--- config.mk ---
export PLATFORM = sky130hd
export DESIGN_NAME = grid_occupancy_bitmap_core
export DESIGN_NICKNAME = d
export VERILOG_FILES = /design/src/gob_pkg.sv /design/src/gob_ram.sv /design/src/gob_cfg.sv /design/src/gob_seq.sv /design/src/grid_occupancy_bitmap_core.sv
export SDC_FILE = /design/constraint.sdc
export NUM_CORES = 2
export LEC_CHECK = 0
export BUFFER_PORTS_ARGS = -buffer_cell sky130_fd_sc_hd__buf_2
export CAP_MARGIN = 0
export CORE_ASPECT_RATIO = 1.75
export CORE_MARGIN = 8
export CORE_UTILIZATION = 45
export DETAILED_ROUTE_END_ITERATION = 10
export SYNTH_ARGS = -nofsm -noshare
export SYNTH_HDL_FRONTEND = slang
export SYNTH_HIERARCHICAL = 1
export SYNTH_SLANG_ARGS = --single-unit
--- constraint.sdc ---
create_clock -name clk -period 29 [get_ports clk]
set_clock_uncertainty 0.05 [all_clocks]
set_input_delay 2.9 -clock clk [delete_from_list [all_inputs] [get_ports clk]]
set_output_delay 2.9 -clock clk [all_outputs]
set_load 0.1 [all_outputs]
--- src/gob_pkg.sv ---
`timescale 1ns / 1ps
`default_nettype none

package gob_pkg;

	// widths fixed by the register and request fields
	localparam int unsigned COORD_W = 7;
	localparam int unsigned POS_W   = 8;
	localparam int unsigned AREA_W  = 7;
	localparam int unsigned APB_DW  = 32;
	localparam int unsigned APB_AW  = 3;

	localparam logic [AREA_W-1:0] AREA_RESET = 7'd64;

	// request opcodes
	typedef enum logic [1:0] {
		OP_MARK_USED = 2'd0,
		OP_MARK_FREE = 2'd1,
		OP_MARK_RECT = 2'd2,
		OP_QUERY     = 2'd3
	} op_t;

	// register indexes, decoded from paddr[2]
	typedef enum logic {
		REG_AREA_WIDTH  = 1'b0,
		REG_AREA_HEIGHT = 1'b1
	} reg_idx_t;

	// sequencer states
	typedef enum logic [2:0] {
		ST_CLEAR,
		ST_IDLE,
		ST_BASE,
		ST_RD,
		ST_WR
	} state_t;

	// effective area, already saturated to the grid size
	typedef struct packed {
		logic [AREA_W-1:0] width;
		logic [AREA_W-1:0] height;
	} area_t;

endpackage

`default_nettype wire

--- src/gob_ram.sv ---
`timescale 1ns / 1ps
`default_nettype none

module gob_ram #(
	parameter int unsigned WIDTH = 8,
	parameter int unsigned DEPTH = 512
) (
	input  logic                     clk,
	input  logic                     we,
	input  logic [$clog2(DEPTH)-1:0] waddr,
	input  logic [WIDTH-1:0]         wdata,
	input  logic                     re,
	input  logic [$clog2(DEPTH)-1:0] raddr,
	output logic [WIDTH-1:0]         rdata
);

	logic [WIDTH-1:0] mem [DEPTH];
	logic [WIDTH-1:0] rdata_q;

	// one write port, one registered read port
	always_ff @(posedge clk) begin
		if (we) begin
			mem[waddr] <= wdata;
		end
		if (re) begin
			rdata_q <= mem[raddr];
		end
	end

	assign rdata = rdata_q;

endmodule

`default_nettype wire

--- src/gob_cfg.sv ---
`timescale 1ns / 1ps
`default_nettype none

module gob_cfg #(
	parameter int unsigned MAX_COLUMNS = 64,
	parameter int unsigned MAX_ROWS    = 64
) (
	input  logic                       clk,
	input  logic                       arst_n,
	input  logic                       psel,
	input  logic                       penable,
	input  logic                       pwrite,
	input  logic [gob_pkg::APB_AW-1:0] paddr,
	input  logic [gob_pkg::APB_DW-1:0] pwdata,
	output logic [gob_pkg::APB_DW-1:0] prdata,
	output logic                       pready,
	output gob_pkg::area_t             area
);

	logic [gob_pkg::AREA_W-1:0] area_width_q;
	logic [gob_pkg::AREA_W-1:0] area_height_q;
	logic                       wr_en;
	gob_pkg::reg_idx_t          reg_idx;

	assign pready  = 1'b1;
	assign wr_en   = psel & penable & pwrite;
	assign reg_idx = gob_pkg::reg_idx_t'(paddr[2]);

	// register writes on the access phase of a transfer
	always_ff @(posedge clk or negedge arst_n) begin
		if (!arst_n) begin
			area_width_q  <= gob_pkg::AREA_RESET;
			area_height_q <= gob_pkg::AREA_RESET;
		end else if (wr_en) begin
			unique case (reg_idx)
				gob_pkg::REG_AREA_WIDTH:  area_width_q  <= pwdata[gob_pkg::AREA_W-1:0];
				gob_pkg::REG_AREA_HEIGHT: area_height_q <= pwdata[gob_pkg::AREA_W-1:0];
			endcase
		end
	end

	// read back
	always_comb begin
		unique case (reg_idx)
			gob_pkg::REG_AREA_WIDTH:  prdata = gob_pkg::APB_DW'(area_width_q);
			gob_pkg::REG_AREA_HEIGHT: prdata = gob_pkg::APB_DW'(area_height_q);
		endcase
	end

	// saturate to the grid size
	always_comb begin
		area.width  = (9'(area_width_q) > 9'(MAX_COLUMNS)) ?
			gob_pkg::AREA_W'(MAX_COLUMNS) : area_width_q;
		area.height = (9'(area_height_q) > 9'(MAX_ROWS)) ?
			gob_pkg::AREA_W'(MAX_ROWS) : area_height_q;
	end

endmodule

`default_nettype wire

--- src/gob_seq.sv ---
`timescale 1ns / 1ps
`default_nettype none

module gob_seq #(
	parameter int unsigned MAX_COLUMNS = 64,
	parameter int unsigned MAX_ROWS    = 64
) (
	input  logic                        clk,
	input  logic                        arst_n,
	input  gob_pkg::area_t              area,
	input  logic                        req_valid,
	output logic                        req_ready,
	input  logic [1:0]                  opcode,
	input  logic signed [gob_pkg::POS_W-1:0] cell_x,
	input  logic signed [gob_pkg::POS_W-1:0] cell_y,
	input  logic [gob_pkg::COORD_W-1:0] rect_width,
	input  logic [gob_pkg::COORD_W-1:0] rect_height,
	output logic                        rsp_valid,
	input  logic                        rsp_ready,
	output logic                        cell_free
);

	localparam int unsigned IDX_W = $clog2(MAX_COLUMNS * MAX_ROWS);
	localparam int unsigned DEPTH = (MAX_COLUMNS * MAX_ROWS + 7) / 8;
	localparam int unsigned AW    = IDX_W - 3;
	localparam int unsigned CW    = gob_pkg::COORD_W;

	typedef struct packed {
		logic [CW-1:0] lo;
		logic [CW-1:0] hi;
		logic          empty;
	} clip_t;

	// clip the span hi-len+1 .. hi to 0 .. lim-1
	function automatic clip_t clip_span(logic signed [gob_pkg::POS_W-1:0] hi,
			logic [CW-1:0] len, logic [CW-1:0] lim);
		logic signed [9:0] h;
		logic signed [9:0] l;
		logic signed [9:0] m;
		logic signed [9:0] clo;
		logic signed [9:0] chi;
		clip_t             r;
		h   = 10'(hi);
		l   = h - $signed({3'b000, len}) + 10'sd1;
		m   = $signed({3'b000, lim}) - 10'sd1;
		clo = (l < 10'sd0) ? 10'sd0 : l;
		chi = (h > m) ? m : h;
		r.empty = chi < clo;
		r.lo    = clo[CW-1:0];
		r.hi    = chi[CW-1:0];
		return r;
	endfunction

	gob_pkg::state_t state_q, state_d;
	gob_pkg::op_t    op_q;
	logic [CW-1:0]   xlo_q, xhi_q, yrow_q, yhi_q;
	logic            empty_q;
	logic [IDX_W-1:0] base_q;
	logic [AW-1:0]   byte_q;
	logic            first_q;
	logic [AW-1:0]   byte_s1;
	logic [AW-1:0]   clr_q;
	logic            rsp_valid_q;
	logic            free_q;

	logic            is_rect;
	logic [CW-1:0]   span_w, span_h;
	clip_t           cx, cy;
	gob_pkg::state_t start_state;
	logic [CW-1:0]   mult_a;
	logic [13:0]     prod;
	logic [IDX_W-1:0] s_idx, e_idx;
	logic [AW-1:0]   sb, eb;
	logic            row_last, all_last, slot_free;
	logic [2:0]      lo_bit, hi_bit;
	logic [7:0]      mask, new_byte;
	logic            accept, finish, row_step, byte_step, base_load;
	logic            ram_we, ram_re;
	logic [AW-1:0]   ram_waddr, ram_raddr;
	logic [7:0]      ram_wdata, ram_rdata;

	// request decode and clipping, a single cell is a one by one span
	assign is_rect = (opcode == gob_pkg::OP_MARK_RECT);
	assign span_w  = is_rect ? rect_width : CW'(1);
	assign span_h  = is_rect ? rect_height : CW'(1);
	assign cx      = clip_span(cell_x, span_w, area.width);
	assign cy      = clip_span(cell_y, span_h, area.height);
	assign start_state = (is_rect && !(cx.empty || cy.empty)) ?
		gob_pkg::ST_BASE : gob_pkg::ST_RD;

	// shared row base multiplier
	assign mult_a = (state_q == gob_pkg::ST_BASE) ? yrow_q : cell_y[CW-1:0];
	assign prod   = 14'(mult_a) * 14'(area.width);

	// linear span of the current row and its byte range
	assign s_idx = base_q + IDX_W'(xlo_q);
	assign e_idx = base_q + IDX_W'(xhi_q);
	assign sb    = s_idx[IDX_W-1:3];
	assign eb    = e_idx[IDX_W-1:3];

	assign row_last  = (byte_s1 == eb);
	assign all_last  = empty_q || (row_last && (yrow_q == yhi_q));
	assign slot_free = !rsp_valid_q || rsp_ready;

	// bits of the current byte inside the span
	always_comb begin
		lo_bit = (byte_s1 == sb) ? s_idx[2:0] : 3'd0;
		hi_bit = (byte_s1 == eb) ? e_idx[2:0] : 3'd7;
		mask   = (8'hFF << lo_bit) & (8'hFF >> (3'd7 - hi_bit));
		new_byte = (op_q == gob_pkg::OP_MARK_FREE) ? (ram_rdata & ~mask) :
			(ram_rdata | mask);
	end

	// state register
	always_ff @(posedge clk or negedge arst_n) begin
		if (!arst_n) begin
			state_q <= gob_pkg::ST_CLEAR;
		end else begin
			state_q <= state_d;
		end
	end

	// next state and controls
	always_comb begin
		state_d   = state_q;
		req_ready = 1'b0;
		ram_re    = 1'b0;
		ram_we    = 1'b0;
		finish    = 1'b0;
		row_step  = 1'b0;
		byte_step = 1'b0;
		base_load = 1'b0;
		unique case (state_q)
			gob_pkg::ST_CLEAR: begin
				ram_we = 1'b1;
				if (clr_q == AW'(DEPTH - 1)) begin
					state_d = gob_pkg::ST_IDLE;
				end
			end
			gob_pkg::ST_IDLE: begin
				req_ready = 1'b1;
				if (req_valid) begin
					state_d = start_state;
				end
			end
			gob_pkg::ST_BASE: begin
				base_load = 1'b1;
				state_d   = gob_pkg::ST_RD;
			end
			gob_pkg::ST_RD: begin
				ram_re  = !empty_q;
				state_d = gob_pkg::ST_WR;
			end
			gob_pkg::ST_WR: begin
				if (!all_last) begin
					ram_we  = (op_q != gob_pkg::OP_QUERY);
					state_d = gob_pkg::ST_RD;
					if (row_last) begin
						row_step = 1'b1;
					end else begin
						byte_step = 1'b1;
					end
				end else if (slot_free) begin
					ram_we    = !empty_q && (op_q != gob_pkg::OP_QUERY);
					finish    = 1'b1;
					req_ready = 1'b1;
					state_d   = req_valid ? start_state : gob_pkg::ST_IDLE;
				end
			end
			default: begin
				state_d = gob_pkg::ST_IDLE;
			end
		endcase
	end

	assign accept = req_valid & req_ready;

	// clearing sweep counter
	always_ff @(posedge clk or negedge arst_n) begin
		if (!arst_n) begin
			clr_q <= '0;
		end else if (state_q == gob_pkg::ST_CLEAR) begin
			clr_q <= clr_q + AW'(1);
		end
	end

	// request and walk registers
	always_ff @(posedge clk) begin
		if (accept) begin
			op_q    <= gob_pkg::op_t'(opcode);
			xlo_q   <= cx.lo;
			xhi_q   <= cx.hi;
			yrow_q  <= cy.lo;
			yhi_q   <= cy.hi;
			empty_q <= cx.empty | cy.empty;
			base_q  <= IDX_W'(prod);
			first_q <= 1'b1;
		end else if (base_load) begin
			base_q <= IDX_W'(prod);
		end else if (row_step) begin
			yrow_q  <= yrow_q + CW'(1);
			base_q  <= base_q + IDX_W'(area.width);
			first_q <= 1'b1;
		end else if (byte_step) begin
			byte_q  <= byte_s1 + AW'(1);
			first_q <= 1'b0;
		end
		if (state_q == gob_pkg::ST_RD) begin
			byte_s1 <= ram_raddr;
		end
	end

	// result register
	always_ff @(posedge clk or negedge arst_n) begin
		if (!arst_n) begin
			rsp_valid_q <= 1'b0;
		end else if (finish) begin
			rsp_valid_q <= 1'b1;
		end else if (rsp_ready) begin
			rsp_valid_q <= 1'b0;
		end
	end

	always_ff @(posedge clk) begin
		if (finish) begin
			free_q <= (op_q == gob_pkg::OP_QUERY) && !empty_q && !ram_rdata[s_idx[2:0]];
		end
	end

	assign rsp_valid = rsp_valid_q;
	assign cell_free = free_q;

	// occupancy store
	assign ram_raddr = first_q ? sb : byte_q;
	assign ram_waddr = (state_q == gob_pkg::ST_CLEAR) ? clr_q : byte_s1;
	assign ram_wdata = (state_q == gob_pkg::ST_CLEAR) ? 8'h00 : new_byte;

	gob_ram #(
		.WIDTH(8),
		.DEPTH(DEPTH)
	) u_store (
		.clk  (clk),
		.we   (ram_we),
		.waddr(ram_waddr),
		.wdata(ram_wdata),
		.re   (ram_re),
		.raddr(ram_raddr),
		.rdata(ram_rdata)
	);

	// no request is taken during the clearing sweep
	a_no_accept_in_clear: assert property (@(posedge clk) disable iff (!arst_n)
		state_q == gob_pkg::ST_CLEAR |-> !req_ready)
		else $error("request taken while store is being cleared");

	// a write-back always follows a read of the same walk
	a_wr_after_rd: assert property (@(posedge clk) disable iff (!arst_n)
		state_q == gob_pkg::ST_WR |->
			($past(state_q) == gob_pkg::ST_RD || $past(state_q) == gob_pkg::ST_WR))
		else $error("write-back without a preceding read");

	// the byte walk never passes the end of the row span
	a_walk_in_span: assert property (@(posedge clk) disable iff (!arst_n)
		(state_q == gob_pkg::ST_WR && !empty_q) |-> byte_s1 <= eb)
		else $error("byte walk ran past the row span");

	// only queries can report a free cell
	a_free_only_query: assert property (@(posedge clk) disable iff (!arst_n)
		(finish && op_q != gob_pkg::OP_QUERY) |=> !free_q)
		else $error("free flag set for a mark request");

endmodule

`default_nettype wire

--- src/grid_occupancy_bitmap_core.sv ---
// Single-cell mark or query: one read-modify-write of the byte store, then the
// result register; a new request is taken only as the previous one finishes.
// Rectangle mark: a row base step, then one read-modify-write per byte touched
// in each clipped row; a rectangle that clips to nothing leaves the store as is.
// After reset the byte store, (MAX_COLUMNS*MAX_ROWS+7)/8 bytes (512 at default
// size), is cleared one byte a cycle with req_ready low; area registers reset to 64.
`timescale 1ns / 1ps
`default_nettype none

module grid_occupancy_bitmap_core #(
	parameter int unsigned MAX_COLUMNS = 64,
	parameter int unsigned MAX_ROWS    = 64
) (
	input  logic                              clk,
	input  logic                              arst_n,
	input  logic                              psel,
	input  logic                              penable,
	input  logic                              pwrite,
	input  logic [gob_pkg::APB_AW-1:0]        paddr,
	input  logic [gob_pkg::APB_DW-1:0]        pwdata,
	output logic [gob_pkg::APB_DW-1:0]        prdata,
	output logic                              pready,
	input  logic                              req_valid,
	output logic                              req_ready,
	input  logic [1:0]                        opcode,
	input  logic signed [gob_pkg::POS_W-1:0]  cell_x,
	input  logic signed [gob_pkg::POS_W-1:0]  cell_y,
	input  logic [gob_pkg::COORD_W-1:0]       rect_width,
	input  logic [gob_pkg::COORD_W-1:0]       rect_height,
	output logic                              rsp_valid,
	input  logic                              rsp_ready,
	output logic                              cell_free
);

	gob_pkg::area_t area;

	// area registers
	gob_cfg #(
		.MAX_COLUMNS(MAX_COLUMNS),
		.MAX_ROWS   (MAX_ROWS)
	) u_cfg (
		.clk    (clk),
		.arst_n (arst_n),
		.psel   (psel),
		.penable(penable),
		.pwrite (pwrite),
		.paddr  (paddr),
		.pwdata (pwdata),
		.prdata (prdata),
		.pready (pready),
		.area   (area)
	);

	// request sequencer and byte store
	gob_seq #(
		.MAX_COLUMNS(MAX_COLUMNS),
		.MAX_ROWS   (MAX_ROWS)
	) u_seq (
		.clk        (clk),
		.arst_n     (arst_n),
		.area       (area),
		.req_valid  (req_valid),
		.req_ready  (req_ready),
		.opcode     (opcode),
		.cell_x     (cell_x),
		.cell_y     (cell_y),
		.rect_width (rect_width),
		.rect_height(rect_height),
		.rsp_valid  (rsp_valid),
		.rsp_ready  (rsp_ready),
		.cell_free  (cell_free)
	);

endmodule

`default_nettype wire

Yosys cells after proc, flatten, opt, wreduce, memory -nomap -nowiden
Memories as Yosys holds them, arrays and structs flattened. A register that Yosys moved wholly into a read port is not among the register bits. Index checks and enable logic that the tools add are counted.

Equality and inequality tests: 16. Shift operators: 2. Add/sub/neg operators: 13. Multiply operators: 1. Order comparisons: 9. Reductions and logical operators: 23. Bitwise logic cells: 12. Multiplexer cells: 52.

Operators by type and width (count): $pmux W32 S2 (1); $mux W7 (8); $mux W10 (4); $add A12 B7 Y12 (3); $mux W12 (3); $mux W1 (21); $mux W3 (7); $add A10 B2 Y10 const B (2); $lt A10 B1 Y1 const B (2); $lt A10 B10 Y1 (2); $add A9 B1 Y9 const B (2); $eq A9 B9 Y1 (2); $mux W9 (2); $sub A8 B8 Y9 (2); $and A8 B8 Y8 (2); $gt A8 B8 Y1 (2); $mux W8 (2); $sub A7 B1 Y8 const B (2); $pmux W3 S5 (1); $gt A7 B7 Y1 const B (2); $mul A7 B7 Y12 (1); $eq A9 B9 Y1 const B (1); $not A8 Y8 (1); $or A8 B8 Y8 (1); 28 further kinds (52).

Memories: 1. Register bits after elaboration: 90. Bits of input ports: 74. Memory bits (writable): 4096. Logic and storage cells: 145. Output and inout bits: 36.

Memories: u_seq.u_store.mem (depth 512, bits a word 8, rd ports 1, clocked after memory_dff 1, write ports 1, RTL line gob_ram.sv:17) `logic [WIDTH-1:0] mem [DEPTH];`.

Logic depth before layout (Yosys ltp)
Depth in word-level cells: 15. Gate-level depth with buffers: 23.

Modules after synthesis
The synthesis kept the hierarchy.

By module, submodules not included: gob_ram (times used 1, seq. area each 123238.2 um2, area each 160007.2 um2, cells each 8030); gob_seq (times used 1, seq. area each 2207.1 um2, area each 8608.3 um2, cells each 954); gob_cfg (times used 1, seq. area each 352.8 um2, area each 922.1 um2, cells each 80).

Worst setup path before layout
Ideal clock, no wire load.

Kind: reg-to-reg. Start: register u_seq.base_q[1]. End: memory u_seq.u_store.mem[0][4], data pin. Path buffers: 0. Cell stages (with the launch flop): 12. Period minus slack after synthesis: 20.192 ns. Data required time: 25.885 ns. Path slack: 8.808 ns. Setup time: 3.065 ns. Arrival: 17.076 ns. Cells stage by stage: edfxtp_1 ha_1 a21o_1 a21oi_1 nor2b_1 o31ai_1 a21boi_0 xor2_1 a2111oi_0 nand4b_1 o21ai_0 mux2i_1.

Longest elaborated chain between the ends: 10.

RTL lines: start, declared (RTL line gob_seq.sv:58) `logic [IDX_W-1:0] base_q;`; start signal, assigned (RTL line gob_seq.sv:196) `base_q <= IDX_W'(prod);`; start signal, assigned (RTL line gob_seq.sv:199) `base_q <= IDX_W'(prod);`; start signal, assigned (RTL line gob_seq.sv:202) `base_q <= base_q + IDX_W'(area.width);`; $add A12 B7 Y12 (RTL line gob_seq.sv:97) `assign e_idx = base_q + IDX_W'(xhi_q);`; $eq A9 B9 Y1 (RTL line gob_seq.sv:108) `hi_bit = (byte_s1 == eb) ? e_idx[2:0] : 3'd7;`; $mux W3 (RTL line gob_seq.sv:108); $sub A3 B3 Y3 (RTL line gob_seq.sv:109) `mask = (8'hFF << lo_bit) & (8'hFF >> (3'd7 - hi_bit));`; $shr A8 B3 Y8 (RTL line gob_seq.sv:109); $and A8 B8 Y8 (*) (RTL line gob_seq.sv:109); $not A8 Y8 (RTL line gob_seq.sv:110) `new_byte = (op_q == gob_pkg::OP_MARK_FREE) ? (ram_rdata & ~mask) :`; $and A8 B8 Y8 (RTL line gob_seq.sv:110); $mux W8 (*) (RTL line gob_seq.sv:110); $mux W8 (*) (RTL line gob_seq.sv:236) `assign ram_wdata = (state_q == gob_pkg::ST_CLEAR) ? 8'h00 : new_byte;`; via u_seq.ram_wdata[4] (RTL line gob_seq.sv:80) `logic [7:0] ram_wdata, ram_rdata;`; end, declared (RTL line gob_ram.sv:17).

The timed path passes the listed nets; every way through them passes the cells marked *.

Worst setup path in the final report
Start: register u_seq.base_q[1]. End: register u_seq.u_store.rdata_q[7], in the netlist u_seq/u_store/rdata[7], read port of u_seq.u_store.mem, data pin.

Longest elaborated chain between the ends: 2.

RTL lines: $add A12 B7 Y12 (RTL line gob_seq.sv:96) `assign s_idx = base_q + IDX_W'(xlo_q);`; $mux W9 (RTL line gob_seq.sv:234) `assign ram_raddr = first_q ? sb : byte_q;`; via u_seq.ram_raddr[0] (RTL line gob_seq.sv:79) `logic [AW-1:0] ram_waddr, ram_raddr;`; end, declared (RTL line gob_ram.sv:18) `logic [WIDTH-1:0] rdata_q;`.

The timed path passes the listed nets, and every way through them passes these cells. A chain may end at the register's enable or synchronous reset.

==> results.yml <==
run_status:
  status: "completed"
placed_design:
  dp_hpwl_um: 290900
  gp_congestion: 0.9061
  io_buffers: 56
cts:
  clk_latency_ns: 0.94
  post-cts-setup-buffer-count: 0
  cts_tree: "yes"
  clk_pin_slew_ns: 0.07
  hold_buffers: 0
  clock_sinks: 4194
  cts_max_level: 5
  ctsResizeCount: 0
  cts_buffers: 366
  clock-root-buffer: "clkbuf_16"
  cts.path.max_buffers: 4
floorplan:
  num_rows: 298
  die_h_um: 828.0
  start_util: 0.4511
  dieArea_sq_um: 397400
  die_w_um: 480.0
  num_io_pins: 110
  core_sq_um: 375800
critical_path:
  worstPathArrival_ns: 9.23
  cp.required_ns: 29.64
  crit_chain: "ha_1 -> a21o_1 -> a21oi_1 -> xnor2_1 -> mux2_8 -> buf_12 -> buf_4 -> buf_4 -> buf_4 -> mux4_2 -> mux2i_1 -> nor2_1 -> nor4_2 -> nor4_2 -> o2111a_1"
  worst_setup_path_end_kind: "flop"
  crit_fanout: 103
  max_stage_delay_ns: 0.86
  start_kind: "flop"
  cp_top_family: "buffers and inverters"
  critPathBufInv: 4
  critPathSlowestCell: "buf_4"
  cp_num_cells: 15
  cp_common_cell: "buf_4"
  crit_type: "reg2reg"
  reg2regPathDepth: 15
sta:
  worst_pin_slew_ns: 1.435
  hold_viol: 0
  period_share: 0.2960
  tns_ns: 0
  fmax_mhz: 116.5
  grt_setup_unrepaired: "false"
  relSlewSlack: 0.04333
  setup_viol: 0
  min_period_ns: 8.585
  slew_viol_final: 0
drt:
  dr_total_vias: 87131
  via_per_inst: 6.066
  drtIter0Drc: 7495
  drc_errors: 0
  wire_per_inst_um: 31.85
  final_antenna_net_count: 0
  dr.pass1.iters: 6
  wl_um: 457500
cells_and_area:
  final_cell_mix: "edfxtp_1 (4166), mux2i_1 (814), mux4_2 (656)"
  seqCellArea_sq_um: 125800
  nNetsFinal: 9317
  area_delta_synth_final_pct: 10.15
  mostFrequentLayoutCell: "edfxtp_1"
  fillers: 30471
  drive_above_1_share: 0.1638
  multi_input_area_sq_um: 40710
global_route:
  overflow: 0
  antenna_found_initial: 12
  grt_pass1_vias: 90692
  grt_start_max_net_pins: 225
  grt_usage: 0.2251
  grt_pass1_wl_um: 653400
yosys:
  ys.flop_type: "edfxtp_1"
  yosysTopAreaCellShare: 0.7379
  ys_ff_latch: 4194
  syn_area_sq_um: 169500
  synthDistinctLibCells: 87
  seq_area_frac_synth: 0.7420
  yosys.area.top_type: "edfxtp_1"
  synth_area_per_cell_sq_um: 18.70
  synth_edf_count: 4166
  ys_top_cells_by_area: "edfxtp_1 (74%), mux4_2 (8.7%), mux2i_1 (4.8%)"
  yosys_warnings: 6
  synth-async-reset-ratio: 0.006438
  syn-instance-count: 9064
hold_path:
  hp-class: "reg2reg"
  worstHoldPathCells: 1
run:
  maxCapViolations: 0
-- worst paths after layout --
| kind | end | start | slack (ns) |
|---|---|---|---|
| setup / recovery | u_seq/u_store/rdata[7] | u_seq/base_q[1] | 20.42 |
| hold / removal | u_seq/clr_q[7] | u_seq/clr_q[7] | 0.47 |
| min in group asynchronous | u_cfg/area_width_q[0] | arst_n | 1.94 |
| setup reg to reg | u_seq/u_store/rdata[7] | u_seq/base_q[1] | 20.42 |
| max in group asynchronous | u_seq/clr_q[1] | arst_n | 26.53 |
| hold reg to reg | u_seq/clr_q[7] | u_seq/clr_q[7] | 0.47 |
-- logic make-up (layout without fill, tap and decap cells) --
| logic type | Yosys count | in the layout | synth area share |
|---|---|---|---|
| muxes | 1511 | 1511 | 0.1379 |
| buffers and inverters | 659 | 979 | 0.02131 |
| and+or+nand+nor | 1311 | 1311 | 0.03456 |
| AOI/OAI and AO/OA | 1153 | 1153 | 0.04750 |
| adders and majority gates | 135 | 135 | 0.01117 |
| xor gates and xnor gates | 99 | 99 | 0.005528 |
| other | 2 | 31 | 0.00004430 |
| DFF | 4194 | 4194 | 0.7420 |
-- synth_stat cells (all sizes together), types with 4 or more instances --
| cell type | instances |
|---|---|
| edfxtp | 4166 |
| mux2i | 820 |
| mux4 | 656 |
| nor2 | 642 |
| o221ai | 374 |
| clkbuf | 289 |
| buf | 285 |
| nand2 | 242 |
| a21oi | 237 |
| o22ai | 166 |
| o21ai | 163 |
| nor3 | 121 |
| ha | 104 |
| inv | 85 |
| xnor2 | 67 |
| a22oi | 62 |
| nand3 | 54 |
| nand4 | 43 |
| nor4 | 43 |
| and2 | 41 |
| nor2b | 38 |
| mux2 | 35 |
| fa | 28 |
| xor2 | 27 |
| nand2b | 26 |
| dfrtp | 25 |
| a211oi | 24 |
| a21o | 22 |
| or3 | 15 |
| o31ai | 14 |
| and3 | 11 |
| nor3b | 11 |
| o21a | 11 |
| a2111oi | 10 |
| o2111a | 10 |
| or2 | 10 |
| a31oi | 9 |
| o311ai | 8 |
| o211ai | 7 |
| o41ai | 7 |
| a22o | 5 |
| o21bai | 5 |
| and3b | 4 |
| xnor3 | 4 |
-- final cells by class --
| class | count | area share |
|---|---|---|
| timing repair buffer | 229 | 0.009461 |
| clock inverter | 224 | 0.01215 |
| sequential | 4194 | 0.6737 |
| antenna | 5 | 0.00006700 |
| multi-input combinational | 4235 | 0.2180 |
| tap | 4950 | 0.03317 |
| clock buffer | 441 | 0.05174 |
| inverter | 85 | 0.001749 |
-- registers in the layout (all words and copies together) (netlist names) --
signal	count
u_seq/u_store/rdata	8
u_seq/u_store/mem	4096
u_seq/byte_q	9
u_seq/yhi_q	7
u_seq/empty_q	1
u_seq/rsp_valid	1
u_seq/byte_s1	9
u_seq/yrow_q	7
u_seq/xlo_q	7
u_cfg/area_width_q	7
u_seq/cell_free	1
u_cfg/area_height_q	7
u_seq/base_q	12
u_seq/op_q	2
u_seq/xhi_q	7
u_seq/clr_q	9
u_seq/state_q	3
u_seq/first_q	1
-- worst reg2reg max path, stage by stage (launching register included) --
cell	delay (ns)
edfxtp_1	0.56
ha_1	0.37
a21o_1	0.16
a21oi_1	0.25
xnor2_1	0.22
mux2_8	0.73
buf_12	0.61
buf_4	1.12
buf_4	0.86
buf_4	0.89
mux4_2	0.63
mux2i_1	0.38
nor2_1	0.17
nor4_2	0.85
nor4_2	0.27
o2111a_1	0.24
-- per-stage QoR --
step           hold WS [ns]  worst slack, ns  cell area (sq um)  std cells    util
6_report             0.4733            20.42             186700      14363  0.4969
2_1_floorplan        0.4123            8.808             169600       9088       -
5_1_grt              0.4758            20.06             186700      14359  0.4968
3_3_place_gp         0.4501            20.27             174800      13693  0.4650
4_1_cts              0.4701            20.28             186700      14358  0.4968
3_5_place_dp         0.4570            20.26             174800      13693  0.4651
-- layer usage --
layer / part of all wire / routed length [um] / up-vias / global-route usage
li1: - / - / 37014 / -
met1: 0.34 / 155800 / 46005 / 0.2479
met2: 0.54 / 245500 / 3064 / 0.4154
met3: 0.051 / 23440 / 1046 / 0.02833
met4: 0.071 / 32670 / 2 / 0.1332
met5: 0.000024 / 11 / - / 0
Power is not shown: default switching activity piles up to over one toggle a cycle in this logic, so the estimate is an artifact.
